**config.mk**
```make
export PLATFORM = sky130hd
export DESIGN_NAME = nnbs_hist
export DESIGN_NICKNAME = d
export VERILOG_FILES = /design/src/hw/rtl/nnbs_pkg.sv /design/src/hw/rtl/nnbs_hist.sv
export SDC_FILE = /design/constraint.sdc
export NUM_CORES = 2
export LEC_CHECK = 0
export BUFFER_PORTS_ARGS = -buffer_cell sky130_fd_sc_hd__buf_4
export CAP_MARGIN = 5
export CELL_PAD_IN_SITES_DETAIL_PLACEMENT = 1
export CELL_PAD_IN_SITES_GLOBAL_PLACEMENT = 2
export CORE_MARGIN = 5
export CORE_UTILIZATION = 51
export DETAILED_ROUTE_END_ITERATION = 10
export PLACE_DENSITY_LB_ADDON = 0.1
export SETUP_SLACK_MARGIN = 0.05
export SLEW_MARGIN = 20
export SYNTH_ARGS = -nofsm -noshare
export SYNTH_HDL_FRONTEND = slang
export SYNTH_SLANG_ARGS = --single-unit
```
**constraint.sdc**
```tcl
create_clock -name clk -period 16.2 [get_ports clk]
set_input_delay 1.62 -clock clk [delete_from_list [all_inputs] [get_ports clk]]
set_output_delay 1.62 -clock clk [all_outputs]
set_load 0.02 [all_outputs]
```
**src/hw/rtl/nnbs_pkg.sv**
```systemverilog
// ---------------------------------------------------------------------------
// nnbs_pkg: shared types and constants
// Scale modes, result kinds, register indexes and the divide-by-five helper
// used by the band scaler and its histogram store.
// ---------------------------------------------------------------------------
`default_nettype none

package nnbs_pkg;

  localparam int BAND_ROWS = 20;
  localparam int OUT_WIDTH = 256;
  localparam int BIN_W     = 8;
  localparam int COUNT_W   = 16;
  localparam int BINS      = 1 << BIN_W;

  // Scale factors in tenths for each supported crop width.
  localparam int S_640 = 4;
  localparam int S_320 = 8;
  localparam int S_512 = 5;
  localparam int S_256 = 10;

  localparam logic [10:0] WIDTH_640 = 11'd640;
  localparam logic [10:0] WIDTH_320 = 11'd320;
  localparam logic [10:0] WIDTH_512 = 11'd512;
  localparam logic [10:0] WIDTH_256 = 11'd256;

  localparam logic [9:0] LAST_OFS_512 = 10'd380;
  localparam logic [9:0] LAST_OFS_256 = 10'd180;

  localparam logic [4:0] ROWS_640      = 5'(BAND_ROWS * S_640 / 10);
  localparam logic [4:0] ROWS_320      = 5'(BAND_ROWS * S_320 / 10);
  localparam logic [4:0] ROWS_512      = 5'(BAND_ROWS * S_512 / 10);
  localparam logic [4:0] ROWS_256      = 5'(BAND_ROWS * S_256 / 10);
  localparam logic [4:0] LAST_ROWS_512 = 5'd2;
  localparam logic [4:0] LAST_ROWS_256 = 5'd12;

  localparam logic OP_PIXEL = 1'b0;
  localparam logic OP_READ  = 1'b1;

  localparam logic [1:0] REG_CROP_LEFT  = 2'd0;
  localparam logic [1:0] REG_CROP_RIGHT = 2'd1;
  localparam logic [1:0] REG_CROP_TOP   = 2'd2;
  localparam logic [1:0] REG_HALF_RES   = 2'd3;

  typedef enum logic [1:0] {
    RK_PIXEL = 2'd0,
    RK_COUNT = 2'd1,
    RK_ERROR = 2'd2
  } result_kind_t;

  typedef enum logic [2:0] {
    MODE_BAD = 3'd0,
    MODE_640 = 3'd1,
    MODE_320 = 3'd2,
    MODE_512 = 3'd3,
    MODE_256 = 3'd4
  } scale_mode_t;

  // Update request from the last pipeline stage to the histogram store.
  typedef struct packed {
    logic             wr;
    logic [BIN_W-1:0] addr;
  } hist_upd_t;

  // floor(v / 5) by reciprocal multiply; exact for every 10-bit v.
  function automatic logic [7:0] div5(input logic [9:0] v);
    logic [17:0] prod;
    prod = v * 8'd205;
    return prod[17:10];
  endfunction

endpackage

`default_nettype wire

```
**src/hw/rtl/nnbs_hist.sv**
```systemverilog
// ---------------------------------------------------------------------------
// nnbs_hist: histogram bin store with read-modify-write
// A 256 x 16 synchronous memory read one stage ahead of the update, with
// per-entry valid bits for the cleared state and a bypass for back-to-back
// updates of the same bin.
// ---------------------------------------------------------------------------
`default_nettype none

module nnbs_hist
  import nnbs_pkg::*;
(
  input  wire logic               clk,
  input  wire logic               rst_n,
  input  wire logic               en,
  input  wire logic [BIN_W-1:0]   rd_addr,
  input  wire hist_upd_t          upd,
  output logic      [COUNT_W-1:0] count
);

  logic [COUNT_W-1:0] mem [BINS];
  logic [BINS-1:0]    vld_r;
  logic [COUNT_W-1:0] q_r;
  logic               q_vld_r;
  logic               fwd_r;
  logic [COUNT_W-1:0] fwd_val_r;
  logic [COUNT_W-1:0] new_count;

  // A bin never written since reset reads as zero.
  assign count     = fwd_r ? fwd_val_r : (q_vld_r ? q_r : '0);
  assign new_count = count + COUNT_W'(1);

  always_ff @(posedge clk) begin
    if (en) begin
      q_r <= mem[rd_addr];
      if (upd.wr) begin
        mem[upd.addr] <= new_count;
      end
    end
  end

  // The memory returns the old value when the same bin is written at the
  // edge it is read, so the fresh count is bypassed.
  always_ff @(posedge clk) begin
    if (en) begin
      fwd_val_r <= new_count;
    end
  end

  always_ff @(posedge clk) begin
    if (!rst_n) begin
      vld_r   <= '0;
      q_vld_r <= 1'b0;
      fwd_r   <= 1'b0;
    end else if (en) begin
      q_vld_r <= vld_r[rd_addr];
      fwd_r   <= upd.wr && (upd.addr == rd_addr);
      if (upd.wr) begin
        vld_r[upd.addr] <= 1'b1;
      end
    end
  end

endmodule

`default_nettype wire
```
==> impl_metrics.toml <==
[yosys]
synth_edf_count = 4128
synth_area_per_cell_um2 = 22.4
yosysWarnings = 0
syn_area_um2 = 166000
ys_async_sr_fraction_pct = 0
netlist.top_cell.by_area = "edfxtp_1"
seq_area_frac_synth_pct = 77.8
synthFlopType = "edfxtp_1"
syn_inst = 7426
post-synth-top-count-cell = "edfxtp_1"
synth.distinct_cells = 54
synth-seq-cells = 4386
synth_top_area_share_pct = 74.6
yosys-top-cells-area = "edfxtp_1 75%, mux4_2 15%, dfxtp_1 3.1%"
synth_top_cells_by_count = "4128 x edfxtp_1, 1075 x mux4_2, 270 x clkbuf_1, 270 x nor2_1, 262 x a22o_1"
syn_nets = 7447

[power_and_ir_drop]
leakage_nw = 59.0
finalPower_mw = 23.7
power_density_nw_per_um2 = 126
peakVddDrop_mv = 0.0998

[clock_network]
cts_setup_buffers = 0
insertion_delay_ns = 1.00
cts_hold_buf = 0
clk_path_buf_depth = 4
cts_buffers = 445
clk_pin_slew_ns = 0.06
root_buffer = "clkbuf_16"
htree_num_levels = 5
cts_tree = "built"
ctsResizeCount = 0
clock_sinks = 4386

[critical_path]
crit_path_max_fanout = 63
crit_slowest_cell = "o21ai_0"
endpoint_kind = "flop"
slowest_delay_ns = 0.86
worstSetupStartpoint = "rd_addr[0]"
cp.required_ns = 16.90
cpMostUsedCell = "buf_4"
critPathBufInv = 4
crit_path_start_kind = "input port"
path_cells = "buf_16, buf_12, buf_4, buf_4, mux4_2, a22o_1, a221oi_1, o22ai_1, o21ai_0, nand4_1"
crit_family = "buffers and inverters"
critical_path_class = "input port to flop"
reg2reg_from = "q_vld_r"
cp.arrival_ns = 7.02

[finish]
fill_cells = 26600
utilization_pct = 58.1
drive_above_1_share_pct = 28.9
syn_to_final_growth_pct = 13.5
final_nets = 7867

[sta]
worst_slew_pin_slew_ns = 1.25
max_freq_ghz = 0.158
setup_tns_ns = 0
period_minus_slack_ns = 6.32
finalSetupViolCount = 0
drv_slew = 0
hold_viol = 0
rsz0062_at_grt = "no"
relSlewSlack_pct = 16.7
fin_skew_ns = 0.0599
hold_ws_ns = 0.462
final.period_utilization_pct = 39.0

[floorplan]
pin_count = 36
start_util_pct = 51.2
fp.dieArea_um2 = 337000
dieHeight_um = 581
chipWidth_um = 581
rows = 209
coreArea_um2 = 324000

[outcome]
outcome = "finished, final reports clean"

[drt]
drt_pass1_iterations = 6
drtAntennaViolNets = 0
num_vias = 82900
routedWlPerCell_um = 38.2
drc = 0
wirelength_um = 479000
drtIter0Drc = 9625
viasPerCell = 6.60

[placed_design]
place.gp.congestion = 0.816
io_buffers = 35
dpl.hpwl_um = 273000

[global_route]
grt_overflow = 0
grt_start_max_net_pins = 210
grt.total_usage_pct = 28.3
antenna_found_initial = 21
grt_pass1_wl_um = 677000
grt_pass1_vias = 85300

[job]
max-cap-violations = 0

[min_path]
min_from = "vld_r[38]"
min_path_type = "flop to flop"
==> cell usage in the layout, fill, tap and decap left out, types with 29 or more instances in the layout <==
| cell | count |
|---|---|
| clkinv_2 | 81 |
| nor2_1 | 121 |
| nor2_2 | 107 |
| o21a_1 | 257 |
| mux2i_1 | 29 |
| clkbuf_1 | 100 |
| o21ai_1 | 59 |
| nor2_4 | 42 |
| dfxtp_1 | 258 |
| buf_4 | 401 |
| clkinv_1 | 87 |
| a22o_1 | 262 |
| a221oi_1 | 237 |
| clkbuf_8 | 35 |
| bufinv_16 | 35 |
| mux4_2 | 1075 |
| edfxtp_1 | 4128 |
| o22ai_1 | 132 |
| nand2_1 | 40 |
| clkbuf_16 | 455 |
==> logic make-up (layout without fill, tap and decap cells) <==
kind of cell,count (synthesis),after routing,share of synthesized area (%)
compound gates,1030,1030,4.89
xor+xnor,22,22,0.116
buf+inv,477,1282,1.41
simple gates,406,406,1.07
mux,1104,1104,14.8
fa+ha+maj,1,1,0.00753
other cells,0,6,0
flops,4386,4386,77.8
==> flip-flops by register name, summed over array words and instances (netlist names) <==
register / count
fwd_r: 1
fwd_val_r: 16
mem: 4096
q_r: 16
q_vld_r: 1
vld_r: 256
==> final cells by class <==
type,instances,area [um^2],area share (%)
diodes,6,15.0,0.00797
clock buffers,590,12200,6.50
clock inverters,242,2320,1.23
inverters,10,37.5,0.0199
multi-input cells,2563,35500,18.8
flip-flops and latches,4386,129000,68.5
well taps,4325,5410,2.87
repair buffers,440,3810,2.02
==> power by group <==
part	total, mW	internal, mW	leakage [nW]	switching, mW
combinational	1.11	0.366	12.4	0.748
sequential	12.4	12.4	39.5	0.0181
clock	10.2	5.87	7.11	4.34
total	23.7	18.6	59.0	5.10
==> metal layers <==
metal  up-vias  routed length [um]  global-route usage [%]  share of wire, %
li1      32800                   -                       -                 -
met1     45800              191000                    39.7                40
met2      3489              235000                    45.9                49
met3       761               33800                    4.15               7.1
met4        10               19700                    10.1               4.1
met5         -                  76                       0             0.016
==> through the flow <==
step                cells  cell area, um^2  setup slack, ns
global route        12600           188000             9.56
detailed placement  11700           174000             8.70
global placement    11700           174000             8.51
CTS                 12600           188000             9.78
finish              12600           188000             9.88
floorplan            7426           166000             1.45
==> worst paths after layout <==
check	to	slack (ns)	depth (start not counted)
worst max register to register	mem[67][14]	10.75	11
worst min register to register	vld_r[38]	0.46	1
worst min-delay path	vld_r[38]	0.46	1
worst max-delay path	q_r[0]	9.88	10
Note: power is estimated with default switching activity, not from simulation.
